===== src/hw/rtl/issp_pkg.sv =====
// ---------------------------------------------------------------------------
// issp_pkg
// types and character constants of the sequence-set parser
// ---------------------------------------------------------------------------
package issp_pkg;

  localparam int VALUE_BITS_DEF = 63;

  localparam logic [7:0] CH_COLON = 8'h3A;
  localparam logic [7:0] CH_COMMA = 8'h2C;
  localparam logic [7:0] CH_STAR  = 8'h2A;
  localparam logic [7:0] CH_ZERO  = 8'h30;
  localparam logic [7:0] CH_NINE  = 8'h39;

  typedef enum logic [1:0] {
    STATUS_OK     = 2'd0,
    STATUS_BAD    = 2'd1,
    STATUS_MARKER = 2'd2
  } status_t;

  typedef enum logic [1:0] {
    COLON_NONE = 2'd0,
    COLON_ONE  = 2'd1,
    COLON_TWO  = 2'd2
  } colon_t;

  typedef struct packed {
    logic    end_open;
    status_t status;
    logic    set_done;
  } flags_t;

endpackage


===== src/hw/rtl/issp_if.sv =====
// ---------------------------------------------------------------------------
// issp_in_if / issp_out_if
// valid/ready channels for text bytes and parsed intervals
// ---------------------------------------------------------------------------
interface issp_in_if;
  logic       valid;
  logic       ready;
  logic [7:0] byte_in;
  logic       last_byte;

  modport source (output valid, output byte_in, output last_byte, input ready);
  modport sink   (input valid, input byte_in, input last_byte, output ready);
endinterface

interface issp_out_if #(
  parameter int VALUE_BITS = issp_pkg::VALUE_BITS_DEF
);
  logic                   valid;
  logic                   ready;
  logic [VALUE_BITS-1:0]  range_start;
  logic [VALUE_BITS-1:0]  range_end;
  logic                   end_open;
  issp_pkg::status_t      status;
  logic                   set_done;

  modport source (output valid, output range_start, output range_end,
                  output end_open, output status, output set_done, input ready);
  modport sink   (input valid, input range_start, input range_end,
                  input end_open, input status, input set_done, output ready);
endinterface


===== src/hw/rtl/issp_seg_core.sv =====
// ---------------------------------------------------------------------------
// issp_seg_core
// per-segment parse state, one byte per cycle, result on segment close
// ---------------------------------------------------------------------------
module issp_seg_core #(
  parameter int VALUE_BITS = issp_pkg::VALUE_BITS_DEF
) (
  input  logic                  clk,
  input  logic                  rst_n,
  input  logic                  take,
  input  logic [7:0]            byte_in,
  input  logic                  last_byte,
  output logic                  res_valid,
  output logic [VALUE_BITS-1:0] res_start,
  output logic [VALUE_BITS-1:0] res_end,
  output issp_pkg::flags_t      res_flags
);

  localparam int PROD_BITS = VALUE_BITS + 4;

  logic                  nonempty_r, nonempty_nxt;
  issp_pkg::colon_t      colon_r, colon_nxt;
  logic [VALUE_BITS-1:0] first_r, first_nxt;
  logic [VALUE_BITS-1:0] second_r, second_nxt;
  logic                  first_dig_r, first_dig_nxt;
  logic                  second_dig_r, second_dig_nxt;
  logic                  star_r, star_nxt;
  logic                  bad_r, bad_nxt;

  // state after the byte itself, before any close
  logic                  nonempty_t;
  issp_pkg::colon_t      colon_t;
  logic [VALUE_BITS-1:0] first_t;
  logic [VALUE_BITS-1:0] second_t;
  logic                  first_dig_t;
  logic                  second_dig_t;
  logic                  star_t;
  logic                  bad_t;

  logic                  is_comma;
  logic                  is_digit;
  logic                  close_seg;
  logic                  seg_bad;
  logic [VALUE_BITS-1:0] acc_sel;
  logic [PROD_BITS-1:0]  prod;
  logic                  ovf;

  assign is_comma = (byte_in == issp_pkg::CH_COMMA);
  assign is_digit = (byte_in >= issp_pkg::CH_ZERO) && (byte_in <= issp_pkg::CH_NINE);

  // acc * 10 + digit, one shared multiply-add for both values
  assign acc_sel = (colon_r == issp_pkg::COLON_NONE) ? first_r : second_r;
  assign prod    = {1'b0, acc_sel, 3'b000} + {3'b000, acc_sel, 1'b0}
                 + {{(PROD_BITS-4){1'b0}}, byte_in[3:0]};
  assign ovf     = |prod[PROD_BITS-1:VALUE_BITS];

  always_comb begin
    nonempty_t   = nonempty_r;
    colon_t      = colon_r;
    first_t      = first_r;
    second_t     = second_r;
    first_dig_t  = first_dig_r;
    second_dig_t = second_dig_r;
    star_t       = star_r;
    bad_t        = bad_r;
    if (!is_comma) begin
      nonempty_t = 1'b1;
      if (!bad_r) begin
        if (byte_in == issp_pkg::CH_COLON) begin
          if (colon_r != issp_pkg::COLON_NONE) begin
            colon_t = issp_pkg::COLON_TWO;
            bad_t   = 1'b1;
          end else begin
            colon_t = issp_pkg::COLON_ONE;
          end
        end else if (byte_in == issp_pkg::CH_STAR) begin
          if (colon_r != issp_pkg::COLON_ONE || second_dig_r || star_r) begin
            bad_t = 1'b1;
          end else begin
            star_t = 1'b1;
          end
        end else if (is_digit) begin
          if (colon_r == issp_pkg::COLON_NONE) begin
            if (ovf) begin
              bad_t = 1'b1;
            end else begin
              first_t     = prod[VALUE_BITS-1:0];
              first_dig_t = 1'b1;
            end
          end else if (star_r || ovf) begin
            bad_t = 1'b1;
          end else begin
            second_t     = prod[VALUE_BITS-1:0];
            second_dig_t = 1'b1;
          end
        end else begin
          bad_t = 1'b1;
        end
      end
    end
  end

  assign close_seg = is_comma || last_byte;
  assign seg_bad   = bad_t || !first_dig_t
                   || (colon_t == issp_pkg::COLON_ONE && !second_dig_t && !star_t);

  always_comb begin
    res_valid          = close_seg && (nonempty_t || last_byte);
    res_start          = '0;
    res_end            = '0;
    res_flags.end_open = 1'b0;
    res_flags.status   = issp_pkg::STATUS_OK;
    res_flags.set_done = last_byte;
    if (!nonempty_t) begin
      res_flags.status = issp_pkg::STATUS_MARKER;
    end else if (seg_bad) begin
      res_flags.status = issp_pkg::STATUS_BAD;
    end else if (colon_t == issp_pkg::COLON_NONE) begin
      res_start = first_t;
      res_end   = first_t;
    end else if (star_t) begin
      res_start          = first_t;
      res_flags.end_open = 1'b1;
    end else begin
      res_start = first_t;
      res_end   = second_t;
    end
  end

  always_comb begin
    nonempty_nxt   = nonempty_r;
    colon_nxt      = colon_r;
    first_nxt      = first_r;
    second_nxt     = second_r;
    first_dig_nxt  = first_dig_r;
    second_dig_nxt = second_dig_r;
    star_nxt       = star_r;
    bad_nxt        = bad_r;
    if (take) begin
      if (close_seg) begin
        nonempty_nxt   = 1'b0;
        colon_nxt      = issp_pkg::COLON_NONE;
        first_nxt      = '0;
        second_nxt     = '0;
        first_dig_nxt  = 1'b0;
        second_dig_nxt = 1'b0;
        star_nxt       = 1'b0;
        bad_nxt        = 1'b0;
      end else begin
        nonempty_nxt   = nonempty_t;
        colon_nxt      = colon_t;
        first_nxt      = first_t;
        second_nxt     = second_t;
        first_dig_nxt  = first_dig_t;
        second_dig_nxt = second_dig_t;
        star_nxt       = star_t;
        bad_nxt        = bad_t;
      end
    end
  end

  always_ff @(posedge clk) begin
    if (!rst_n) begin
      nonempty_r   <= 1'b0;
      colon_r      <= issp_pkg::COLON_NONE;
      first_r      <= '0;
      second_r     <= '0;
      first_dig_r  <= 1'b0;
      second_dig_r <= 1'b0;
      star_r       <= 1'b0;
      bad_r        <= 1'b0;
    end else begin
      nonempty_r   <= nonempty_nxt;
      colon_r      <= colon_nxt;
      first_r      <= first_nxt;
      second_r     <= second_nxt;
      first_dig_r  <= first_dig_nxt;
      second_dig_r <= second_dig_nxt;
      star_r       <= star_nxt;
      bad_r        <= bad_nxt;
    end
  end

endmodule


===== src/hw/rtl/issp_out_buf.sv =====
// ---------------------------------------------------------------------------
// issp_out_buf
// result register with a skid entry, registered ready toward the input
// ---------------------------------------------------------------------------
module issp_out_buf #(
  parameter int DATA_W = 1
) (
  input  logic              clk,
  input  logic              rst_n,
  input  logic              push,
  input  logic [DATA_W-1:0] push_data,
  output logic              can_take,
  output logic              out_valid,
  input  logic              out_ready,
  output logic [DATA_W-1:0] out_data
);

  logic              main_valid_r, main_valid_nxt;
  logic              skid_valid_r, skid_valid_nxt;
  logic [DATA_W-1:0] main_data_r, main_data_nxt;
  logic [DATA_W-1:0] skid_data_r, skid_data_nxt;
  logic              pop;

  assign pop       = main_valid_r && out_ready;
  assign can_take  = !skid_valid_r;
  assign out_valid = main_valid_r;
  assign out_data  = main_data_r;

  always_comb begin
    main_valid_nxt = main_valid_r;
    skid_valid_nxt = skid_valid_r;
    main_data_nxt  = main_data_r;
    skid_data_nxt  = skid_data_r;
    if (skid_valid_r) begin
      if (pop) begin
        main_data_nxt  = skid_data_r;
        skid_valid_nxt = 1'b0;
      end
    end else if (push) begin
      if (!main_valid_r || pop) begin
        main_data_nxt  = push_data;
        main_valid_nxt = 1'b1;
      end else begin
        skid_data_nxt  = push_data;
        skid_valid_nxt = 1'b1;
      end
    end else if (pop) begin
      main_valid_nxt = 1'b0;
    end
  end

  always_ff @(posedge clk) begin
    if (!rst_n) begin
      main_valid_r <= 1'b0;
      skid_valid_r <= 1'b0;
    end else begin
      main_valid_r <= main_valid_nxt;
      skid_valid_r <= skid_valid_nxt;
    end
  end

  always_ff @(posedge clk) begin
    main_data_r <= main_data_nxt;
    skid_data_r <= skid_data_nxt;
  end

endmodule


===== src/hw/rtl/imap_sequence_set_parser.sv =====
// A closing byte (comma or last byte) that is accepted has its result registered.
// One byte per cycle while ready is high; segment state updates in one pass per byte.
// A result register plus one skid entry keep input flowing while a result waits.
// Ready drops only when both the result register and the skid entry are occupied.
// Synchronous active-low reset clears segment state and both output entries.
// ---------------------------------------------------------------------------
// imap_sequence_set_parser
// streams sequence-set text and emits one interval per closed non-empty segment
// ---------------------------------------------------------------------------
module imap_sequence_set_parser #(
  parameter int VALUE_BITS = issp_pkg::VALUE_BITS_DEF
) (
  input  logic      clk,
  input  logic      rst_n,
  issp_in_if.sink   in_ch,
  issp_out_if.source out_ch
);

  localparam int FLAG_W = $bits(issp_pkg::flags_t);
  localparam int DATA_W = 2 * VALUE_BITS + FLAG_W;

  logic                  take;
  logic                  can_take;
  logic                  res_valid;
  logic [VALUE_BITS-1:0] res_start;
  logic [VALUE_BITS-1:0] res_end;
  issp_pkg::flags_t      res_flags;
  issp_pkg::flags_t      out_flags;
  logic [DATA_W-1:0]     out_data;

  assign in_ch.ready = can_take;
  assign take        = in_ch.valid && can_take;

  issp_seg_core #(
    .VALUE_BITS (VALUE_BITS)
  ) u_seg_core (
    .clk       (clk),
    .rst_n     (rst_n),
    .take      (take),
    .byte_in   (in_ch.byte_in),
    .last_byte (in_ch.last_byte),
    .res_valid (res_valid),
    .res_start (res_start),
    .res_end   (res_end),
    .res_flags (res_flags)
  );

  issp_out_buf #(
    .DATA_W (DATA_W)
  ) u_out_buf (
    .clk       (clk),
    .rst_n     (rst_n),
    .push      (take && res_valid),
    .push_data ({res_start, res_end, res_flags}),
    .can_take  (can_take),
    .out_valid (out_ch.valid),
    .out_ready (out_ch.ready),
    .out_data  (out_data)
  );

  assign out_ch.range_start = out_data[DATA_W-1 -: VALUE_BITS];
  assign out_ch.range_end   = out_data[FLAG_W +: VALUE_BITS];
  assign out_flags          = out_data[FLAG_W-1:0];
  assign out_ch.end_open    = out_flags.end_open;
  assign out_ch.status      = out_flags.status;
  assign out_ch.set_done    = out_flags.set_done;

endmodule


===== src/flat_wrapper.sv =====
// flat-port wrapper written by rule: the top's interface ports become plain ports
module imap_sequence_set_parser_flat 
#(
  parameter int VALUE_BITS = issp_pkg::VALUE_BITS_DEF
)
  (clk, rst_n, in_ch_valid, in_ch_byte_in, in_ch_last_byte, in_ch_ready, out_ch_valid, out_ch_range_start, out_ch_range_end, out_ch_end_open, out_ch_status, out_ch_set_done, out_ch_ready);
  issp_in_if in_ch_i ();
  issp_out_if #(.VALUE_BITS(VALUE_BITS)) out_ch_i ();
  input  logic clk;
  input  logic rst_n;
  input wire logic [$bits(in_ch_i.valid)-1:0] in_ch_valid;
  input wire logic [$bits(in_ch_i.byte_in)-1:0] in_ch_byte_in;
  input wire logic [$bits(in_ch_i.last_byte)-1:0] in_ch_last_byte;
  output wire logic [$bits(in_ch_i.ready)-1:0] in_ch_ready;
  output wire logic [$bits(out_ch_i.valid)-1:0] out_ch_valid;
  output wire logic [$bits(out_ch_i.range_start)-1:0] out_ch_range_start;
  output wire logic [$bits(out_ch_i.range_end)-1:0] out_ch_range_end;
  output wire logic [$bits(out_ch_i.end_open)-1:0] out_ch_end_open;
  output wire logic [$bits(out_ch_i.status)-1:0] out_ch_status;
  output wire logic [$bits(out_ch_i.set_done)-1:0] out_ch_set_done;
  input wire logic [$bits(out_ch_i.ready)-1:0] out_ch_ready;
  assign in_ch_i.valid = in_ch_valid;
  assign in_ch_i.byte_in = in_ch_byte_in;
  assign in_ch_i.last_byte = in_ch_last_byte;
  assign in_ch_ready = in_ch_i.ready;
  assign out_ch_valid = out_ch_i.valid;
  assign out_ch_range_start = out_ch_i.range_start;
  assign out_ch_range_end = out_ch_i.range_end;
  assign out_ch_end_open = out_ch_i.end_open;
  assign out_ch_status = out_ch_i.status;
  assign out_ch_set_done = out_ch_i.set_done;
  assign out_ch_i.ready = out_ch_ready;
  imap_sequence_set_parser #(.VALUE_BITS(VALUE_BITS)) u_core (.clk(clk), .rst_n(rst_n), .in_ch(in_ch_i), .out_ch(out_ch_i));
endmodule

===== config.mk =====
export PLATFORM = sky130hd
export DESIGN_NAME = imap_sequence_set_parser_flat
export DESIGN_NICKNAME = d
export VERILOG_FILES = /design/src/hw/rtl/issp_pkg.sv /design/src/hw/rtl/issp_if.sv /design/src/hw/rtl/issp_seg_core.sv /design/src/hw/rtl/issp_out_buf.sv /design/src/hw/rtl/imap_sequence_set_parser.sv /design/src/flat_wrapper.sv
export SDC_FILE = /design/constraint.sdc
export NUM_CORES = 1
export LEC_CHECK = 0
export ABC_AREA = 1
export BUFFER_PORTS_ARGS = -buffer_cell sky130_fd_sc_hd__buf_2
export CORE_ASPECT_RATIO = 1.1
export CORE_MARGIN = 8
export CORE_UTILIZATION = 40
export CTS_BUF_LIST = sky130_fd_sc_hd__clkbuf_8 sky130_fd_sc_hd__clkbuf_16
export DETAILED_ROUTE_END_ITERATION = 6
export GPL_TIMING_DRIVEN = 1
export SETUP_SLACK_MARGIN = 0.5
export SYNTH_ARGS = -nofsm -noshare
export SYNTH_HDL_FRONTEND = slang
export SYNTH_SLANG_ARGS = --single-unit
export TNS_END_PERCENT = 30

===== constraint.sdc =====
create_clock -name clk -period 8.77 [get_ports clk]
set_input_delay 0.877 -clock clk [delete_from_list [all_inputs] [get_ports clk]]
set_output_delay 0.877 -clock clk [all_outputs]
set_load 0.05 [all_outputs]

Word level (Yosys, flattened, before mapping). Cells that the tools add are included.

Reductions and logical operators: 30. Div/mod/pow operators: 0. $add $sub $neg: 2. $mul: 0. $lt $le $gt $ge: 2. Muxes and demuxes: 80. Bitwise operators: 2. Equal/unequal tests: 7. Shift operators: 0.

Operators with widths (count): 2-to-1 mux 63 bit (23); 2-to-1 mux 130 bit (4); adder 66 x 64 -> 67 bit (1); adder 67 x 4 -> 67 bit (1); 2-to-1 mux 1 bit (47); == test 8 x 6 -> 1 bit (second input constant) (3); 2-to-1 mux 2 bit (6); AND reduction 3 bit (3); greater-or-equal comparator 8 x 6 -> 1 bit (second input constant) (1); less-or-equal comparator 8 x 6 -> 1 bit (second input constant) (1); logical OR 1 bit (8); nonzero test 2 bit (4); logical AND 1 bit (7); inequality test 2 x 1 -> 1 bit (second input constant) (3); zero test 1 bit (5); zero test 2 bit (2); OR reduction 4 bit (1); == test 2 x 1 -> 1 bit (second input constant) (1); inverter 1 bit (2).

Memory bits (read-only): 0. Bits in latches: 0. Memories kept: 0. Register bits after elaboration: 395. Output and inout bits: 132. Memory bits (writable): 0.

Logic depth before layout (Yosys ltp). Gate-level depths: netlist of the first run.

Depth after elaboration: 22. Depth in mapped cells: 34. Depth with buffers taken out: 30.

Modules after synthesis. A second synthesis of the first run with hierarchy kept.

Cells, all modules: 3250. Area total of the unflattened synthesis: 24181.9 µm².

Modules (own cells, without submodules): issp_seg_core (cells each 2546, times used 1, area an instance 14567.7 µm²); issp_out_buf (cells each 700, times used 1, area an instance 9596.7 µm²); imap_sequence_set_parser (cells each 4, times used 1, area an instance 17.5 µm²).

Worst setup path before layout of the first run. No wires, ideal clock.

Path kind: input to register. Start point: input port in_ch_byte_in[7]. End point: register u_core.u_out_buf.main_data_r[0] (netlist: u_core.u_out_buf.out_data[0]), enable pin. Setup slack: 994 ps. Library setup time: 620 ps. Cell stages on the path: 9. Arrival: 7156 ps. Cells stage by stage: nor2_1 -> inv_1 -> nor3_1 -> inv_1 -> nor3_1 -> nor2_1 -> nor3b_1 -> nor2_1 -> nor2_1.

Cells in the longest elaborated chain, start to end: 7. Elaborated cells between the ends (all ways): 8. Classes of those cells: eq/ne (1); mux (1); reduce/logical (6).

Ends and longest elaborated chain: from (decl) (RTL line flat_wrapper.sv:12) `input wire logic [$bits(in_ch_i.byte_in)-1:0] in_ch_byte_in;`; == test 8 x 6 -> 1 bit (*) (RTL line issp_seg_core.sv:48) `assign is_comma = (byte_in == issp_pkg::CH_COMMA);`; 2-to-1 mux 1 bit (RTL line issp_seg_core.sv:66) `if (!is_comma) begin`; logical OR 1 bit (RTL line issp_seg_core.sv:108) `res_valid = close_seg && (nonempty_t || last_byte);`; logical AND 1 bit (*) (RTL line issp_seg_core.sv:108); logical AND 1 bit (*) (RTL line imap_sequence_set_parser.sv:53) `.push (take && res_valid),`; nonzero test 2 bit (no source line) (*); AND reduction 3 bit (no source line) (*); to (signal assigned) (RTL line issp_out_buf.sv:63) `main_data_r <= main_data_nxt;`; to (decl) (RTL line issp_out_buf.sv:20) `logic [DATA_W-1:0] main_data_r, main_data_nxt;`.

Every way passes the cells marked *; elsewhere a longest branch is shown, timed or not. A chain may end at the register's enable or synchronous reset.

Final worst setup path of the first run.
Start point: register u_core.u_seg_core.colon_r[1]. End point: register u_core.u_out_buf.main_data_r[52] (netlist: u_core.u_out_buf.out_data[52]), data pin.

Cells in the longest elaborated chain, start to end: 22. Elaborated cells between the ends (all ways): 73. Classes of those cells: add/sub (2); eq/ne (2); mux (55); reduce/logical (14).

Ends and longest elaborated chain: from (decl) (RTL line issp_seg_core.sv:22) `issp_pkg::colon_t colon_r, colon_nxt;`; from (signal assigned) (RTL line issp_seg_core.sv:165) `colon_r <= issp_pkg::COLON_NONE;`; from (signal assigned) (RTL line issp_seg_core.sv:174) `colon_r <= colon_nxt;`; zero test 2 bit (RTL line issp_seg_core.sv:52, issp_seg_core.sv:83); 2-to-1 mux 63 bit (RTL line issp_seg_core.sv:52) `assign acc_sel = (colon_r == issp_pkg::COLON_NONE) ? first_r : second_r;`; adder 66 x 64 -> 67 bit (RTL line issp_seg_core.sv:53) `assign prod = {1'b0, acc_sel, 3'b000} + {3'b000, acc_sel, 1'b0}`; adder 67 x 4 -> 67 bit (RTL line issp_seg_core.sv:54) `+ {{(PROD_BITS-4){1'b0}}, byte_in[3:0]};`; OR reduction 4 bit (RTL line issp_seg_core.sv:55) `assign ovf = |prod[PROD_BITS-1:VALUE_BITS];`; logical OR 1 bit (RTL line issp_seg_core.sv:90) `end else if (star_r || ovf) begin`; 2-to-1 mux 1 bit (RTL line issp_seg_core.sv:90); 2-to-1 mux 1 bit (RTL line issp_seg_core.sv:83) `if (colon_r == issp_pkg::COLON_NONE) begin`; [6 not listed]; logical AND 1 bit (2 in a row) (RTL line issp_seg_core.sv:105) `|| (colon_t == issp_pkg::COLON_ONE && !second_dig_t && !star_t);`; logical OR 1 bit (RTL line issp_seg_core.sv:105); 2-to-1 mux 63 bit (*) (RTL line issp_seg_core.sv:116) `end else if (seg_bad) begin`; 2-to-1 mux 63 bit (*) (RTL line issp_seg_core.sv:114) `if (!nonempty_t) begin`; 2-to-1 mux 130 bit (*) (RTL line issp_out_buf.sv:40) `if (!main_valid_r || pop) begin`; 2-to-1 mux 130 bit (*) (RTL line issp_out_buf.sv:39) `end else if (push) begin`; 2-to-1 mux 130 bit (*) (RTL line issp_out_buf.sv:34) `if (skid_valid_r) begin`; via u_core.u_out_buf.main_data_nxt[52] (RTL line issp_out_buf.sv:20).

The timed path passes the listed nets; every way through them passes the cells marked *. The select of a mux whose other input is x is not followed.

==> impl_metrics.json, run 1 <==
{
  "status": "complete, no violations",
  "diodes": 0,
  "yosys_warnings": 0,
  "endpoint_kind": "register",
  "syn_inst": 3267,
  "crit_required_ns": 9.19,
  "grt_overflow": 0,
  "die-height_um": 276,
  "fin_crit_ns": 5.89,
  "cts_hold_buf": 0,
  "synth-simple-area-share": 0.281,
  "dp.cells": 4116,
  "cts-resized-gates": 0,
  "die-area_um2": 69600,
  "clk_path_buf_depth": 3,
  "cpPeakStageDelay_ns": 0.56,
  "synth_top_family_by_area": "simple AND/OR/NAND/NOR gates",
  "finalNonFillerCells": 4193,
  "hp-class": "register to register",
  "crit_path_start_kind": "register",
  "synth_xor_area_frac": 0.0207,
  "cts_sinks": 395,
  "numCtsBuffers": 43,
  "rsz0062_at_grt": "no",
  "area_growth_pct": 10.9,
  "setup_viol": 0,
  "cts_tree": "yes",
  "vias_per_cell": 4.92,
  "post_cts_buffers": 0,
  "clkTransAtPathRegs_ns": 0.07,
  "hold_viol_final": 0,
  "clockRootBuffer": "clkbuf_16",
  "grt_max_degree": 111,
  "ir_drop_mv": 0.113,
  "cp_common_cell": "nand2_1",
  "skew_ns": 0.0293,
  "max_cap_viol_count": 0,
  "ys_seq_area_frac": 0.428,
  "wl_per_cell_um": 15.9,
  "start_util": 0.403,
  "drc_errors": 0,
  "clock.fmax_mhz": 170,
  "synth_fa_ha_area_frac": 0.0653,
  "cp_max_fo": 55,
  "die_x_um": 252,
  "htreeDepth": 2,
  "routabilityCongestion": 0.932,
  "p_per_area_nw_per_um2": 148,
  "portBuffers": 144,
  "wl_mm": 66.7,
  "holdWs_ns": 0.464,
  "ys_seq_elements": 395,
  "synth_compound_area_frac": 0.113,
  "maxSlewHeadroom": 0.246,
  "grt_pass1_vias": 19364,
  "core_area_um2": 61000,
  "ys_types": 41,
  "crit_arrival_ns": 6.31,
  "io_pins": 145,
  "grt_antenna_before_repair": 1,
  "first_pass_iters": 7,
  "drive_gt1_frac": 0.142,
  "clk_latency_ns": 0.58,
  "leakagePower_nw": 13.1,
  "hpwl_mm": 47.9,
  "fp-row-count": 95,
  "num-nets-final": 3477,
  "criticalPathCategory": "register to register",
  "drt_iter0_markers": 1493,
  "syn_avg_cell_area_um2": 7.52,
  "synth_nets": 3407,
  "synth_mux_area_frac": 0.000458,
  "synth_area_um2": 24600,
  "grt_pass1_wl_mm": 106,
  "worst-slew-pin-transition_ns": 1.13,
  "antenna_left": 0,
  "dr_total_vias": 20625,
  "cp_slowest_cell": "clkinv_2",
  "grt.total_usage": 0.188,
  "period_share": 0.672,
  "maxSlewViolCount": 0,
  "fin_tns_setup_ns": 0
}
metal layers:
layer | wire [um] | GRT usage | part of all wire
met4 | 1900 | 0.0576 | 0.028
met5 | 0 | 0 | 0
met2 | 29900 | 0.304 | 0.45
met3 | 3230 | 0.0218 | 0.048
met1 | 31700 | 0.263 | 0.47
layout by cell type, fill, tap and decap left out, drive strengths merged, types with 2 or more instances in the layout:
master / count
nand4: 9
a21oi: 340
inv: 424
xor2: 31
ha: 125
bufinv: 3
nor3b: 6
clkbuf: 46
or2: 12
o21bai: 14
nor3: 30
nand2: 1194
clkinv: 11
xnor2: 27
o211ai: 2
clkinvlp: 3
nand3: 130
fa: 2
dfxtp: 135
nor2: 247
nand3b: 16
a31oi: 6
o21ai: 120
edfxtp: 260
nor4: 6
buf: 167
worst paths after layout:
check / from / endpoint / slack (ns) / depth (start not counted)
max: u_core.u_seg_core.colon_r[1]$_SDFFE_PN0P_ / u_core.u_out_buf.out_data[52]$_DFFE_PP_ / 2.88 / 28
min: u_core.u_seg_core.second_r[29]$_SDFFE_PN0P_ / u_core.u_seg_core.second_r[29]$_SDFFE_PN0P_ / 0.46 / 2
max reg2reg: u_core.u_seg_core.colon_r[1]$_SDFFE_PN0P_ / u_core.u_out_buf.out_data[52]$_DFFE_PP_ / 2.88 / 28
min reg2reg: u_core.u_seg_core.second_r[29]$_SDFFE_PN0P_ / u_core.u_seg_core.second_r[29]$_SDFFE_PN0P_ / 0.46 / 2
state kept, by name (all words and copies together) (netlist names):
name                            flops
u_core.u_seg_core.star_r            1
u_core.u_out_buf.skid_valid_r       1
u_core.u_seg_core.second_dig_r      1
u_core.u_seg_core.first_dig_r       1
u_core.u_out_buf.out_valid          1
u_core.u_out_buf.skid_data_r      130
u_core.u_seg_core.second_r         63
u_core.u_out_buf.out_data         130
u_core.u_seg_core.bad_r             1
u_core.u_seg_core.first_r          63
u_core.u_seg_core.nonempty_r        1
u_core.u_seg_core.colon_r           2
logic make-up (layout without fill, tap and decap cells):
group,count (synthesis),in the layout
adders and majority gates,127,127
xor gates and xnor gates,58,58
AOI/OAI and AO/OA,483,483
and+or+nand+nor,1651,1651
muxes,1,1
DFF,395,395
buffers and inverters,552,654
worst max-delay path: cells and delay by family (launching register included):
kind | cells | cell delay, ns
compound gates | 2 | 0.60
simple gates | 20 | 2.24
buf+inv | 4 | 1.70
flops | 1 | 0.41
fa+ha+maj | 2 | 0.75
power breakdown:
group / internal, mW / switching (mW) / leakage, nW / total [mW]
Clock: 1.02 / 0.759 / 0.716 / 1.78
Sequential: 2.01 / 0.0140 / 3.59 / 2.02
Combinational: 0.0398 / 0.202 / 8.77 / 0.242
Yosys cell counts (all sizes together):
| cell type | number | area, um^2 |
|---|---|---|
| o211ai | 2 | 15.0 |
| nand3 | 130 | 663 |
| nand2 | 1194 | 4740 |
| nand3b | 16 | 120 |
| nor4 | 6 | 37.5 |
| a31oi | 6 | 37.5 |
| clkinv | 2 | 7.51 |
| xnor2 | 27 | 236 |
| a21oi | 340 | 2020 |
| nor2 | 247 | 982 |
| nand2b | 1 | 6.26 |
| nor3b | 6 | 45.0 |
| fa | 2 | 40.0 |
| nand4 | 9 | 56.3 |
| o21bai | 14 | 105 |
| o21ai | 120 | 604 |
| o31a | 1 | 8.76 |
| mux2 | 1 | 11.3 |
| inv | 408 | 1530 |
| edfxtp | 260 | 7810 |
| or2 | 12 | 75.1 |
| xor2 | 31 | 272 |
| ha | 125 | 1560 |
| dfxtp | 135 | 2700 |
| nor3 | 30 | 165 |
| buf | 41 | 342 |
| clkbuf | 101 | 379 |
through the flow:
step | power, mW | instance area [um^2] | util | setup WS (ns)
global route | 4.17 | 27300 | 0.447 | 2.31
detailed placement | 2.31 | 25900 | 0.425 | 2.91
floorplan | 2.24 | 24600 | - | 0.994
CTS | 4.09 | 27300 | 0.447 | 2.88
finish | 4.04 | 27300 | 0.447 | 2.88
global placement | 2.31 | 25900 | 0.425 | 3.00
layout make-up:
class / count / area (um^2)
Clock buffer: 46 / 1130
Clock inverter: 31 / 246
Fill cell: 6161 / 33700
Tap cell: 824 / 1030
Inverter: 410 / 1550
Timing Repair Buffer: 167 / 931
Multi-Input combinational cell: 2320 / 11900
Sequential cell: 395 / 10500
(Power assumes the default switching activity.)
==> run 2, diff against run 1 <==
clock period = 5.1 ns   (was 8.77 ns; I/O delays follow)
==> run 2 against run 1 <==
Effect of this change: largest power group unchanged; highest routed layer unchanged; non-clock buffer count is 57 higher; global-route usage is 0.70 points higher; worst setup slack worse by 2.3 ns; hold slack worse by 0.30 ns.
==> impl_metrics.json, run 2 (synthesized netlist as in run 1, its figures left out) <==
{
  "status": "complete, no violations",
  "skew_ns": 0.0198,
  "p_per_area_nw_per_um2": 249,
  "seq_area_um2": 10500,
  "io_pins": 145,
  "clkTransAtPathRegs_ns": 0.06,
  "num-nets-final": 3534,
  "cp_slowest_cell": "ha_2",
  "endpoint_kind": "register",
  "die-height_um": 276,
  "hold_viol_final": 0,
  "cp_max_fo": 31,
  "crit_arrival_ns": 4.95,
  "cp_num_buf_inv": 6,
  "clock.fmax_mhz": 219,
  "crit_required_ns": 5.49,
  "hp-class": "input port to register",
  "wl_per_cell_um": 16.9,
  "worst-slew-pin-transition_ns": 0.919,
  "hpwl_mm": 49.5,
  "fp-row-count": 95,
  "final_common_cell": "nand2_1",
  "setup_slack_ns": 0.539,
  "drive_gt1_frac": 0.193,
  "portBuffers": 144,
  "design_area_um2": 28800,
  "setup_viol": 0,
  "holdWs_ns": 0.169,
  "cpPeakStageDelay_ns": 0.38,
  "ir_drop_mv": 0.188,
  "totalPowerFinal_mw": 7.18,
  "path_delay_family": "simple AND/OR/NAND/NOR gates",
  "vias_per_cell": 4.99,
  "wl_mm": 72.1,
  "pre_cts_ws_ns": 0.107,
  "grt.total_usage": 0.195,
  "maxSlewViolCount": 0,
  "grt_max_degree": 129,
  "cts_sinks": 395,
  "grt_antenna_before_repair": 0,
  "period_share": 0.894,
  "fin_crit_ns": 4.56,
  "cts_tree": "yes",
  "numCtsBuffers": 43,
  "crit_path_start_kind": "register",
  "maxSlewHeadroom": 0.387,
  "grt_pass1_vias": 19518,
  "leakagePower_nw": 13.6,
  "die-area_um2": 69600,
  "area_growth_pct": 17.4,
  "die_x_um": 252,
  "antenna_left": 0,
  "grt_overflow": 0,
  "clk_latency_ns": 0.58,
  "dpl_cell_area_um2": 26200,
  "first_pass_iters": 5,
  "criticalPathCategory": "register to register",
  "htreeDepth": 2,
  "grt_pass1_wl_mm": 109,
  "final_cell_mix": "nand2_1 (1058), inv_1 (396), edfxtp_1 (260)",
  "multi_input_area_um2": 12500,
  "core_area_um2": 61000,
  "drt_iter0_markers": 1677,
  "clk_path_buf_depth": 3,
  "rsz0062_at_grt": "yes",
  "cts_hold_buf": 0,
  "routabilityCongestion": 0.987,
  "dr_total_vias": 21236,
  "clockRootBuffer": "clkbuf_16",
  "max_cap_viol_count": 0,
  "start_util": 0.403,
  "drc_errors": 0,
  "cp_common_cell": "nand2_1",
  "fill_cells": 6037,
  "diodes": 0
}
run 2: routing by layer:
layer	vias to the layer above	GRT usage	share of wire
met5	-	0	0
met4	0	0.0565	0.026
met3	112	0.0236	0.058
met2	598	0.313	0.45
met1	9785	0.275	0.47
li1	10741	-	-
run 2: power by group:
part / leakage, nW / switching (mW) / internal (mW)
sequential: 3.60 / 0.0194 / 3.45
combinational: 9.28 / 0.356 / 0.0801
clock: 0.742 / 1.37 / 1.90
total: 13.6 / 1.75 / 5.43
run 2: path summary, 6_finish.rpt:
kind | startpoint | to | slack, ns | depth (start not counted)
max | u_core.u_seg_core.colon_r[1]$_SDFFE_PN0P_ | u_core.u_out_buf.out_data[112]$_DFFE_PP_ | 0.54 | 28
min | in_ch_last_byte | u_core.u_out_buf.skid_data_r[0]$_DFFE_PP_ | 0.17 | 1
max reg2reg | u_core.u_seg_core.colon_r[1]$_SDFFE_PN0P_ | u_core.u_out_buf.out_data[112]$_DFFE_PP_ | 0.54 | 28
min reg2reg | u_core.u_seg_core.first_r[37]$_SDFFE_PN0P_ | u_core.u_seg_core.first_r[37]$_SDFFE_PN0P_ | 0.46 | 2
run 2: area by class of cell:
cell class              instances  share of cell area
multi-input cells            2320               0.432
flip-flops and latches        395               0.364
repair buffers                224              0.0622
inverters                     410              0.0540
clock buffers                  48              0.0401
well taps                     824              0.0357
clock inverters                32              0.0111
run 2: what timing repair did:
| item | in CTS | in global routing |
|---|---|---|
| pin swaps | 3 | 18 |
| resized for setup | 31 | 190 |
| gates cloned | 4 | 8 |
| buffers inserted | 6 | 10 |
| setup endpoints to repair | 255 | 305 |
run 2: per-stage QoR:
stage / instances / util / setup TNS, ns
after floorplan: 3267 / - / -14.96
after global placement: 4145 / 0.430 / 0
after detailed placement: 4145 / 0.430 / 0
after CTS: 4235 / 0.458 / 0
after global routing: 4253 / 0.473 / 0
final: 4253 / 0.473 / 0
